### src/hw/rtl/csvfrs_pkg.sv
// Shared constants, codes and types of the CSV field and record scanner.
`timescale 1ns / 1ps

package csvfrs_pkg;

	// Syntax bytes
	localparam logic [7:0] CH_QUOTE = 8'h22;
	localparam logic [7:0] CH_LF    = 8'h0A;
	localparam logic [7:0] CH_CR    = 8'h0D;

	// Column count saturation
	localparam int         MAX_COLUMNS = 255;
	localparam int         COL_CAP_INT = (MAX_COLUMNS < 255) ? MAX_COLUMNS : 255;
	localparam logic [7:0] COL_CAP     = 8'(COL_CAP_INT);

	// Configuration register map
	localparam int         CFG_IDX_W         = 2;
	localparam logic [CFG_IDX_W-1:0] REG_DELIMITER     = 2'd0;
	localparam logic [CFG_IDX_W-1:0] REG_FIXED_COLUMNS = 2'd1;
	localparam logic [7:0] DELIMITER_RESET     = 8'h2C;
	localparam logic [7:0] FIXED_COLUMNS_RESET = 8'h00;

	// column_status codes
	localparam logic [1:0] COL_OK      = 2'd0;
	localparam logic [1:0] COL_WARN    = 2'd1;
	localparam logic [1:0] COL_FATAL   = 2'd2;

	// quote_status codes
	localparam logic [1:0] QS_NONE       = 2'd0;
	localparam logic [1:0] QS_LONE_QUOTE = 2'd1;
	localparam logic [1:0] QS_UNBALANCED = 2'd2;
	localparam logic [1:0] QS_NO_NEWLINE = 2'd3;

	typedef struct packed {
		logic        inside_quotes;
		logic        inside_field;
		logic        quote_pending;
		logic        cr_pending;
		logic        bad_quote_seen;
		logic [7:0]  column_counter;
		logic [7:0]  expected_columns;
		logic        expected_known;
		logic [31:0] record_counter;
		logic        fatal_stop;
	} scan_state_t;

	typedef struct packed {
		logic [7:0]  out_byte;
		logic        is_content;
		logic        field_end;
		logic        record_end;
		logic [7:0]  columns_in_record;
		logic [31:0] record_number;
		logic [1:0]  column_status;
		logic [1:0]  quote_status;
		logic        halted;
	} scan_result_t;

endpackage

### src/hw/rtl/csvfrs_if.sv
// Valid/ready channel interfaces for scanner input bytes and scan results.
`timescale 1ns / 1ps

interface csvfrs_in_if;
	logic       valid;
	logic       ready;
	logic [7:0] data_byte;
	logic       end_of_input;

	modport source (output valid, output data_byte, output end_of_input, input ready);
	modport sink   (input valid, input data_byte, input end_of_input, output ready);
endinterface

interface csvfrs_out_if;
	logic        valid;
	logic        ready;
	logic [7:0]  out_byte;
	logic        is_content;
	logic        field_end;
	logic        record_end;
	logic [7:0]  columns_in_record;
	logic [31:0] record_number;
	logic [1:0]  column_status;
	logic [1:0]  quote_status;
	logic        halted;

	modport source (
		output valid, output out_byte, output is_content, output field_end,
		output record_end, output columns_in_record, output record_number,
		output column_status, output quote_status, output halted, input ready
	);
	modport sink (
		input valid, input out_byte, input is_content, input field_end,
		input record_end, input columns_in_record, input record_number,
		input column_status, input quote_status, input halted, output ready
	);
endinterface

### src/hw/rtl/csvfrs_step.sv
// One-item next-state and result logic of the CSV scanner.
`timescale 1ns / 1ps

module csvfrs_step (
	input  logic [7:0]                delimiter,
	input  logic [7:0]                fixed_columns,
	input  logic [7:0]                data_byte,
	input  logic                      end_of_input,
	input  csvfrs_pkg::scan_state_t   cur,
	output csvfrs_pkg::scan_state_t   nxt,
	output csvfrs_pkg::scan_result_t  res
);

	logic [7:0] col_inc;
	logic       is_quote;
	logic       is_delim;
	logic       is_nl;

	assign col_inc  = (cur.column_counter < csvfrs_pkg::COL_CAP) ?
		cur.column_counter + 8'd1 : cur.column_counter;
	assign is_quote = (data_byte == csvfrs_pkg::CH_QUOTE);
	assign is_delim = (data_byte == delimiter);
	assign is_nl    = (data_byte == csvfrs_pkg::CH_LF) || (data_byte == csvfrs_pkg::CH_CR);

	always_comb begin
		logic       do_close;
		logic       proceed;
		logic       eoi_close;
		logic [1:0] eoi_qs;

		nxt       = cur;
		res       = '0;
		res.columns_in_record = cur.column_counter;
		res.record_number     = cur.record_counter;
		do_close  = 1'b0;
		proceed   = 1'b0;
		eoi_close = 1'b0;
		eoi_qs    = csvfrs_pkg::QS_NO_NEWLINE;

		if (cur.fatal_stop) begin
			res.halted = 1'b1;
		end else if (end_of_input) begin
			nxt.cr_pending = 1'b0;
			if (cur.inside_field || cur.inside_quotes || cur.quote_pending ||
					cur.column_counter != 8'd0) begin
				do_close  = 1'b1;
				eoi_close = 1'b1;
				eoi_qs    = (cur.inside_quotes && !cur.quote_pending) ?
					csvfrs_pkg::QS_UNBALANCED : csvfrs_pkg::QS_NO_NEWLINE;
			end
		end else if (cur.quote_pending) begin
			// quote inside a quoted field: decide on the byte after it
			nxt.quote_pending = 1'b0;
			if (is_quote) begin
				res.out_byte   = data_byte;
				res.is_content = 1'b1;
				nxt.cr_pending = 1'b0;
			end else if (is_delim) begin
				nxt.inside_quotes  = 1'b0;
				nxt.inside_field   = 1'b0;
				nxt.column_counter = col_inc;
				res.field_end      = 1'b1;
				res.columns_in_record = col_inc;
				nxt.cr_pending     = 1'b0;
			end else if (is_nl) begin
				do_close       = 1'b1;
				nxt.cr_pending = (data_byte == csvfrs_pkg::CH_CR);
			end else begin
				// lone quote: drop it and handle the byte in the open field
				nxt.bad_quote_seen = 1'b1;
				proceed            = 1'b1;
			end
		end else begin
			proceed = 1'b1;
		end

		if (proceed) begin
			nxt.cr_pending = 1'b0;
			if (cur.cr_pending && data_byte == csvfrs_pkg::CH_LF) begin
				// absorb LF of a CR LF pair
			end else if (is_quote) begin
				if (cur.inside_quotes) begin
					nxt.quote_pending = 1'b1;
				end else if (!cur.inside_field) begin
					nxt.inside_field  = 1'b1;
					nxt.inside_quotes = 1'b1;
				end else begin
					res.out_byte   = data_byte;
					res.is_content = 1'b1;
				end
			end else if (is_delim) begin
				if (cur.inside_quotes) begin
					res.out_byte   = data_byte;
					res.is_content = 1'b1;
				end else begin
					nxt.inside_field   = 1'b0;
					nxt.column_counter = col_inc;
					res.field_end      = 1'b1;
					res.columns_in_record = col_inc;
				end
			end else if (is_nl) begin
				if (cur.inside_quotes) begin
					res.out_byte   = data_byte;
					res.is_content = 1'b1;
				end else begin
					do_close       = 1'b1;
					nxt.cr_pending = (data_byte == csvfrs_pkg::CH_CR);
				end
			end else begin
				nxt.inside_field = 1'b1;
				res.out_byte     = data_byte;
				res.is_content   = 1'b1;
			end
		end

		if (do_close) begin
			res.field_end         = 1'b1;
			res.record_end        = 1'b1;
			res.columns_in_record = col_inc;
			if (fixed_columns != 8'd0) begin
				if (col_inc != fixed_columns) begin
					res.column_status = csvfrs_pkg::COL_FATAL;
					nxt.fatal_stop    = 1'b1;
				end
			end else if (!cur.expected_known) begin
				nxt.expected_columns = col_inc;
				nxt.expected_known   = 1'b1;
			end else if (col_inc != cur.expected_columns) begin
				res.column_status = csvfrs_pkg::COL_WARN;
			end
			res.quote_status = cur.bad_quote_seen ?
				csvfrs_pkg::QS_LONE_QUOTE : csvfrs_pkg::QS_NONE;
			if (eoi_close) begin
				res.quote_status = eoi_qs;
			end
			res.halted         = nxt.fatal_stop;
			nxt.bad_quote_seen = 1'b0;
			nxt.column_counter = 8'd0;
			nxt.inside_field   = 1'b0;
			nxt.inside_quotes  = 1'b0;
			nxt.quote_pending  = 1'b0;
			if (cur.record_counter != 32'hFFFF_FFFF) begin
				nxt.record_counter = cur.record_counter + 32'd1;
			end
		end
	end

endmodule

### src/hw/rtl/csv_field_record_scanner_top.sv
// Top level of the CSV field and record scanner: channels, config and pipeline.
//
//   channel   direction  payload                                   handshake
//   in_ch     in         data_byte, end_of_input                   valid/ready
//   out_ch    out        out_byte .. halted (one result per item)  valid/ready
//   cfg       in         cfg_index, cfg_wdata                      cfg_we only
//
// One item per clock sustained while the output is not stalled. An input transfer
// loads the input register; the item then moves into the result register, from
// which its result transfers out.
// The scan state advances when the input register moves into the result
// register, so the byte-to-byte dependency is a single combinational path.
// arst_n clears the state, the valid flags and the config registers to their
// reset values. A stalled output holds its result; the input register keeps
// taking a new byte whenever the item ahead of it can move on.
`timescale 1ns / 1ps

module csv_field_record_scanner_top (
	input  logic                                clk,
	input  logic                                arst_n,
	csvfrs_in_if.sink                           in_ch,
	csvfrs_out_if.source                        out_ch,
	input  logic                                cfg_we,
	input  logic [csvfrs_pkg::CFG_IDX_W-1:0]    cfg_index,
	input  logic [7:0]                          cfg_wdata
);

	// Configuration registers
	logic [7:0] delimiter_q;
	logic [7:0] fixed_columns_q;

	// Input register stage
	logic       valid_s1;
	logic [7:0] data_byte_s1;
	logic       eoi_s1;

	// Result register stage
	logic                     out_valid_q;
	csvfrs_pkg::scan_result_t res_q;

	// Scan state
	csvfrs_pkg::scan_state_t  st_q;
	csvfrs_pkg::scan_state_t  st_nxt;
	csvfrs_pkg::scan_result_t res_nxt;

	logic advance;
	logic in_xfer;

	// advance the input stage when the result register is free or draining
	assign advance = valid_s1 && (!out_valid_q || out_ch.ready);
	assign in_ch.ready = !valid_s1 || advance;
	assign in_xfer = in_ch.valid && in_ch.ready;

	always_ff @(posedge clk or negedge arst_n) begin
		if (!arst_n) begin
			delimiter_q     <= csvfrs_pkg::DELIMITER_RESET;
			fixed_columns_q <= csvfrs_pkg::FIXED_COLUMNS_RESET;
		end else if (cfg_we) begin
			case (cfg_index)
				csvfrs_pkg::REG_DELIMITER:     delimiter_q     <= cfg_wdata;
				csvfrs_pkg::REG_FIXED_COLUMNS: fixed_columns_q <= cfg_wdata;
				default: ;
			endcase
		end
	end

	// input register: control
	always_ff @(posedge clk or negedge arst_n) begin
		if (!arst_n) begin
			valid_s1 <= 1'b0;
		end else if (in_ch.ready) begin
			valid_s1 <= in_ch.valid;
		end
	end

	// input register: payload
	always_ff @(posedge clk) begin
		if (in_xfer) begin
			data_byte_s1 <= in_ch.data_byte;
			eoi_s1       <= in_ch.end_of_input;
		end
	end

	csvfrs_step u_step (
		.delimiter     (delimiter_q),
		.fixed_columns (fixed_columns_q),
		.data_byte     (data_byte_s1),
		.end_of_input  (eoi_s1),
		.cur           (st_q),
		.nxt           (st_nxt),
		.res           (res_nxt)
	);

	// scan state: commit once per item
	always_ff @(posedge clk or negedge arst_n) begin
		if (!arst_n) begin
			st_q <= '0;
		end else if (advance) begin
			st_q <= st_nxt;
		end
	end

	// result register: control
	always_ff @(posedge clk or negedge arst_n) begin
		if (!arst_n) begin
			out_valid_q <= 1'b0;
		end else if (!out_valid_q || out_ch.ready) begin
			out_valid_q <= valid_s1;
		end
	end

	// result register: payload
	always_ff @(posedge clk) begin
		if (advance) begin
			res_q <= res_nxt;
		end
	end

	assign out_ch.valid             = out_valid_q;
	assign out_ch.out_byte          = res_q.out_byte;
	assign out_ch.is_content        = res_q.is_content;
	assign out_ch.field_end         = res_q.field_end;
	assign out_ch.record_end        = res_q.record_end;
	assign out_ch.columns_in_record = res_q.columns_in_record;
	assign out_ch.record_number     = res_q.record_number;
	assign out_ch.column_status     = res_q.column_status;
	assign out_ch.quote_status      = res_q.quote_status;
	assign out_ch.halted            = res_q.halted;

`ifndef SYNTHESIS
	// a fatal stop lasts until reset
	a_fatal_sticky: assert property (@(posedge clk) disable iff (!arst_n)
		st_q.fatal_stop |=> st_q.fatal_stop)
		else $error("fatal stop cleared without reset");

	// a record close always closes its last field too
	a_record_has_field: assert property (@(posedge clk) disable iff (!arst_n)
		out_valid_q && res_q.record_end |-> res_q.field_end)
		else $error("record end without field end");

	// a held input item stays put while the result side is stalled
	a_s1_hold: assert property (@(posedge clk) disable iff (!arst_n)
		valid_s1 && !advance |=> valid_s1 && $stable(data_byte_s1) && $stable(eoi_s1))
		else $error("input stage lost a stalled item");

	// the column count never passes its cap
	a_col_cap: assert property (@(posedge clk) disable iff (!arst_n)
		st_q.column_counter <= csvfrs_pkg::COL_CAP)
		else $error("column counter above cap");
`endif

endmodule
### src/flat_wrapper.sv
// flat-port wrapper written by rule: the top's interface ports become plain ports
module csv_field_record_scanner_top_flat 
  (clk, arst_n, cfg_we, cfg_index, cfg_wdata, in_ch_valid, in_ch_data_byte, in_ch_end_of_input, in_ch_ready, out_ch_valid, out_ch_out_byte, out_ch_is_content, out_ch_field_end, out_ch_record_end, out_ch_columns_in_record, out_ch_record_number, out_ch_column_status, out_ch_quote_status, out_ch_halted, out_ch_ready);
  csvfrs_in_if in_ch_i ();
  csvfrs_out_if out_ch_i ();
  input  logic clk;
  input  logic arst_n;
  input  logic cfg_we;
  input  logic [csvfrs_pkg::CFG_IDX_W-1:0] cfg_index;
  input  logic [7:0] cfg_wdata;
  input wire logic [$bits(in_ch_i.valid)-1:0] in_ch_valid;
  input wire logic [$bits(in_ch_i.data_byte)-1:0] in_ch_data_byte;
  input wire logic [$bits(in_ch_i.end_of_input)-1:0] in_ch_end_of_input;
  output wire logic [$bits(in_ch_i.ready)-1:0] in_ch_ready;
  output wire logic [$bits(out_ch_i.valid)-1:0] out_ch_valid;
  output wire logic [$bits(out_ch_i.out_byte)-1:0] out_ch_out_byte;
  output wire logic [$bits(out_ch_i.is_content)-1:0] out_ch_is_content;
  output wire logic [$bits(out_ch_i.field_end)-1:0] out_ch_field_end;
  output wire logic [$bits(out_ch_i.record_end)-1:0] out_ch_record_end;
  output wire logic [$bits(out_ch_i.columns_in_record)-1:0] out_ch_columns_in_record;
  output wire logic [$bits(out_ch_i.record_number)-1:0] out_ch_record_number;
  output wire logic [$bits(out_ch_i.column_status)-1:0] out_ch_column_status;
  output wire logic [$bits(out_ch_i.quote_status)-1:0] out_ch_quote_status;
  output wire logic [$bits(out_ch_i.halted)-1:0] out_ch_halted;
  input wire logic [$bits(out_ch_i.ready)-1:0] out_ch_ready;
  assign in_ch_i.valid = in_ch_valid;
  assign in_ch_i.data_byte = in_ch_data_byte;
  assign in_ch_i.end_of_input = in_ch_end_of_input;
  assign in_ch_ready = in_ch_i.ready;
  assign out_ch_valid = out_ch_i.valid;
  assign out_ch_out_byte = out_ch_i.out_byte;
  assign out_ch_is_content = out_ch_i.is_content;
  assign out_ch_field_end = out_ch_i.field_end;
  assign out_ch_record_end = out_ch_i.record_end;
  assign out_ch_columns_in_record = out_ch_i.columns_in_record;
  assign out_ch_record_number = out_ch_i.record_number;
  assign out_ch_column_status = out_ch_i.column_status;
  assign out_ch_quote_status = out_ch_i.quote_status;
  assign out_ch_halted = out_ch_i.halted;
  assign out_ch_i.ready = out_ch_ready;
  csv_field_record_scanner_top u_core (.clk(clk), .arst_n(arst_n), .in_ch(in_ch_i), .out_ch(out_ch_i), .cfg_we(cfg_we), .cfg_index(cfg_index), .cfg_wdata(cfg_wdata));
endmodule
### config.mk
export PLATFORM = sky130hd
export DESIGN_NAME = csv_field_record_scanner_top_flat
export DESIGN_NICKNAME = d
export VERILOG_FILES = /design/src/hw/rtl/csvfrs_pkg.sv /design/src/hw/rtl/csvfrs_if.sv /design/src/hw/rtl/csvfrs_step.sv /design/src/hw/rtl/csv_field_record_scanner_top.sv /design/src/flat_wrapper.sv
export SDC_FILE = /design/constraint.sdc
export NUM_CORES = 1
export LEC_CHECK = 0
export ABC_AREA = 1
export BUFFER_PORTS_ARGS = -buffer_cell sky130_fd_sc_hd__buf_2
export CORE_ASPECT_RATIO = 1.25
export CORE_MARGIN = 2
export CORE_UTILIZATION = 53
export DETAILED_ROUTE_END_ITERATION = 10
export GPL_ROUTABILITY_DRIVEN = 0
export PLACE_DENSITY = 0.78
export SKIP_CTS_REPAIR_TIMING = 1
export SKIP_LAST_GASP = 1
export SLEW_MARGIN = 25
export SYNTH_ARGS = -nofsm -noshare
export SYNTH_HDL_FRONTEND = slang
export SYNTH_SLANG_ARGS = --single-unit
### constraint.sdc
create_clock -name clk -period 2.97 [get_ports clk]
set_input_delay 0.4455 -clock clk [delete_from_list [all_inputs] [get_ports clk]]
set_output_delay 0.4455 -clock clk [all_outputs]
set_load 0.02 [all_outputs]
==> metrics <==
outcome completed; Max Fanout on Critical Path 18; clock-pin slew on the worst setup and hold paths 0.06 ns; Post-synth top flop dfrtp_1; Worst Setup EP u_core.st_q[11]; Rows 47; WP buf/inv 3; global-route usage over all layers 23.8%; syn_area_per_cell 9.06 um^2; instance count of the mapped netlist 794; Async SR Flop Fraction 52.9%; Synth Cell Area 0.00719 mm^2; Critical Path RT 3.32 ns; worst reg2reg setup slack 0.59 ns; worst IR drop on VDD 350 uV; Yosys reg bits 138; root buffer cell clkbuf_16; Rel. slew slack 53.6%; Worst Path Arrival 2.73 ns; layout cells sized above 1 25.2%; io pins 82; depth of the most critical reg-to-reg path 11; P per Cell Area 598 mW/mm^2; Reg2Reg Launch Point u_core.st_q[42]; Net Count, Synth 821; fin crit share 80.1%; Layout area overhead 17.1%; final setup TNS 0 ns; Pleak 0.00371 uW; Initial Util 54.4%; post-DP HPWL 11500 um; DRC errors left 0; Critical Path Stages 11; Setup crit start u_core.st_q[42]; Max Cap Viol 0; CP max-delay cell dfrtp_1; Crit path top cell by count inv_1; Crit. End Element flop; Fin. Hold Viols 0; Via density 5.29; metal1 wirelength 6330 um; top cell type's share of synthesized area 27.1%; family with the most delay on the worst path buffers and inverters; grt ovf 0; die width 108 um; setup violators final 0; Worst path max stage delay 0.44 ns; Routed WL 16300 um; CTS Buffer Depth 2; register area share after synthesis 52.6%; Iter 0 DRT Violations 366; fin. max-slew vios 0; WL/cell 15.2 um; Tightest Pin Transition 0.697 ns; vias after detailed routing 5673; RSZ-0062 raised after global routing false; highest routed metal layer met4; Hold Crit Class input port to asynchronous set/reset pin; WL met3 877 um; port bufs 81; Synth area leader edfxtp_1; largest net degree at the start of global routing 48; 1st-pass router iterations 8; Num CTS Buffers 17; CTS sink count 138; # nets final 916; CTS tree built; reg2reg end u_core.st_q[11]; WS Path Type flop to flop; Startpoint Class flop; vias in the first global route 5579; Post-synth EDFFs 65; maximum clock rate 421 MHz; Hold WS 0.0654 ns; first-pass GRT wire length 26600 um; DIE HEIGHT 134 um; Met2 Wirelength 8590 um; Clock Latency Late Sink 0.42 ns; top cells by count, synth nand2_1, inv_1, dfrtp_1; Syn. warnings 0; die area 0.0145 mm^2; htree depth 4; clk_skew 0.0111 ns; Netlist cell types 39; Final ANT Viol Nets 0; Final min period 2.38 ns; cells along the critical path inv_1, ha_1, nand4_1, o211ai_1, inv_1, a21oi_2, nand2_8, nand3_4, buf_4, nand2_2, o21ai_2; Core Footprint 0.0132 mm^2; final core utilization 63.6%; antenna cells 0; count leader, synth nand2_1; initial antenna violation count 0; FILL cells 1077; Synth area leaders edfxtp_1, dfrtp_1, nand2_1
==> registers in the layout (all words and copies together) (netlist names) <==
signal                           count
u_core.out_ch.out_byte               8
u_core.st_q                         55
u_core.out_ch.columns_in_record      8
u_core.eoi_s1                        1
u_core.out_ch.halted                 1
u_core.out_ch.quote_status           2
u_core.out_ch.is_content             1
u_core.valid_s1                      1
u_core.fixed_columns_q               8
u_core.out_ch.record_number         32
u_core.out_ch.field_end              1
u_core.out_ch.column_status          2
u_core.out_ch.valid                  1
u_core.data_byte_s1                  8
u_core.delimiter_q                   8
u_core.out_ch.record_end             1
==> placed cells by master (no fill, tap or decap), types with 11 or more instances in the layout <==
master	count
inv_1	97
buf_2	81
nor2_1	60
o21ai_2	32
nand4_1	18
nand2_1	192
edfxtp_1	65
dfrtp_1	70
xor2_1	27
clkbuf_16	17
o21ai_1	13
xnor2_1	16
nor3_1	19
o21ai_0	32
nand3_1	39
nor4_1	11
inv_2	13
nand2_2	36
==> metal layers <==
| metal | vias to the layer above | track usage (%) |
|---|---|---|
| met5 | - | 0 |
| met4 | 0 | 11.2 |
| met3 | 49 | 4.32 |
| met2 | 202 | 42.0 |
| met1 | 2634 | 27.9 |
| li1 | 2788 | - |
==> cell families after synthesis <==
kind of cell / synth area share (%)
AO/OA/AOI/OAI: 8.28
XOR/XNOR: 5.24
adder cells (fa/ha/maj): 0.522
buffers and inverters: 7.06
flip-flops: 52.6
AND/OR/NAND/NOR: 26.3
==> final cells by class <==
type                            instances  area, um^2  share of cell area [%]
Timing Repair Buffer                   88         483                    5.74
Multi-Input combinational cell        534        2900                    34.5
Clock inverter                         12         159                    1.89
Sequential cell                       138        3780                    44.9
Tap cell                              171         214                    2.54
Clock buffer                           20         467                    5.54
Inverter                              110         413                    4.90
==> worst min path at each step <==
stage / slack, ns / from / cells past startpoint / end
2_1_floorplan: 0.15 / arst_n / 0 / u_core.delimiter_q[0]
3_3_place_gp: 0.46 / u_core.st_q[50] / 2 / u_core.st_q[50]
3_5_place_dp: 0.48 / u_core.fixed_columns_q[3] / 2 / u_core.fixed_columns_q[3]
4_1_cts: 0.09 / arst_n / 1 / u_core.valid_s1
5_1_grt: 0.11 / arst_n / 1 / u_core.valid_s1
6_report: 0.07 / arst_n / 1 / u_core.valid_s1
==> worst register-to-register path: stages (launching register included) <==
cell,delay [ns]
dfrtp_1,0.44
inv_1,0.16
ha_1,0.16
nand4_1,0.10
o211ai_1,0.20
inv_1,0.11
a21oi_2,0.25
nand2_8,0.13
nand3_4,0.26
buf_4,0.35
nand2_2,0.09
o21ai_2,0.06
==> power by group <==
part	internal, uW	total, uW	switching (uW)
Clock	1400	2240	838
Sequential	2170	2260	86.9
Combinational	163	542	379
Total	3730	5040	1300
==> stage by stage <==
step | std cells | area [um^2] | total power [uW] | setup WS [ns]
2_1_floorplan | 794 | 7190 | 2630 | 0.642
3_3_place_gp | 1041 | 7790 | 2820 | 0.690
3_5_place_dp | 1041 | 7790 | 2830 | 0.608
4_1_cts | 1073 | 8420 | 5060 | 0.584
5_1_grt | 1073 | 8420 | 5220 | 0.411
6_report | 1073 | 8420 | 5040 | 0.592
Power figures use the tool's default switching activity.
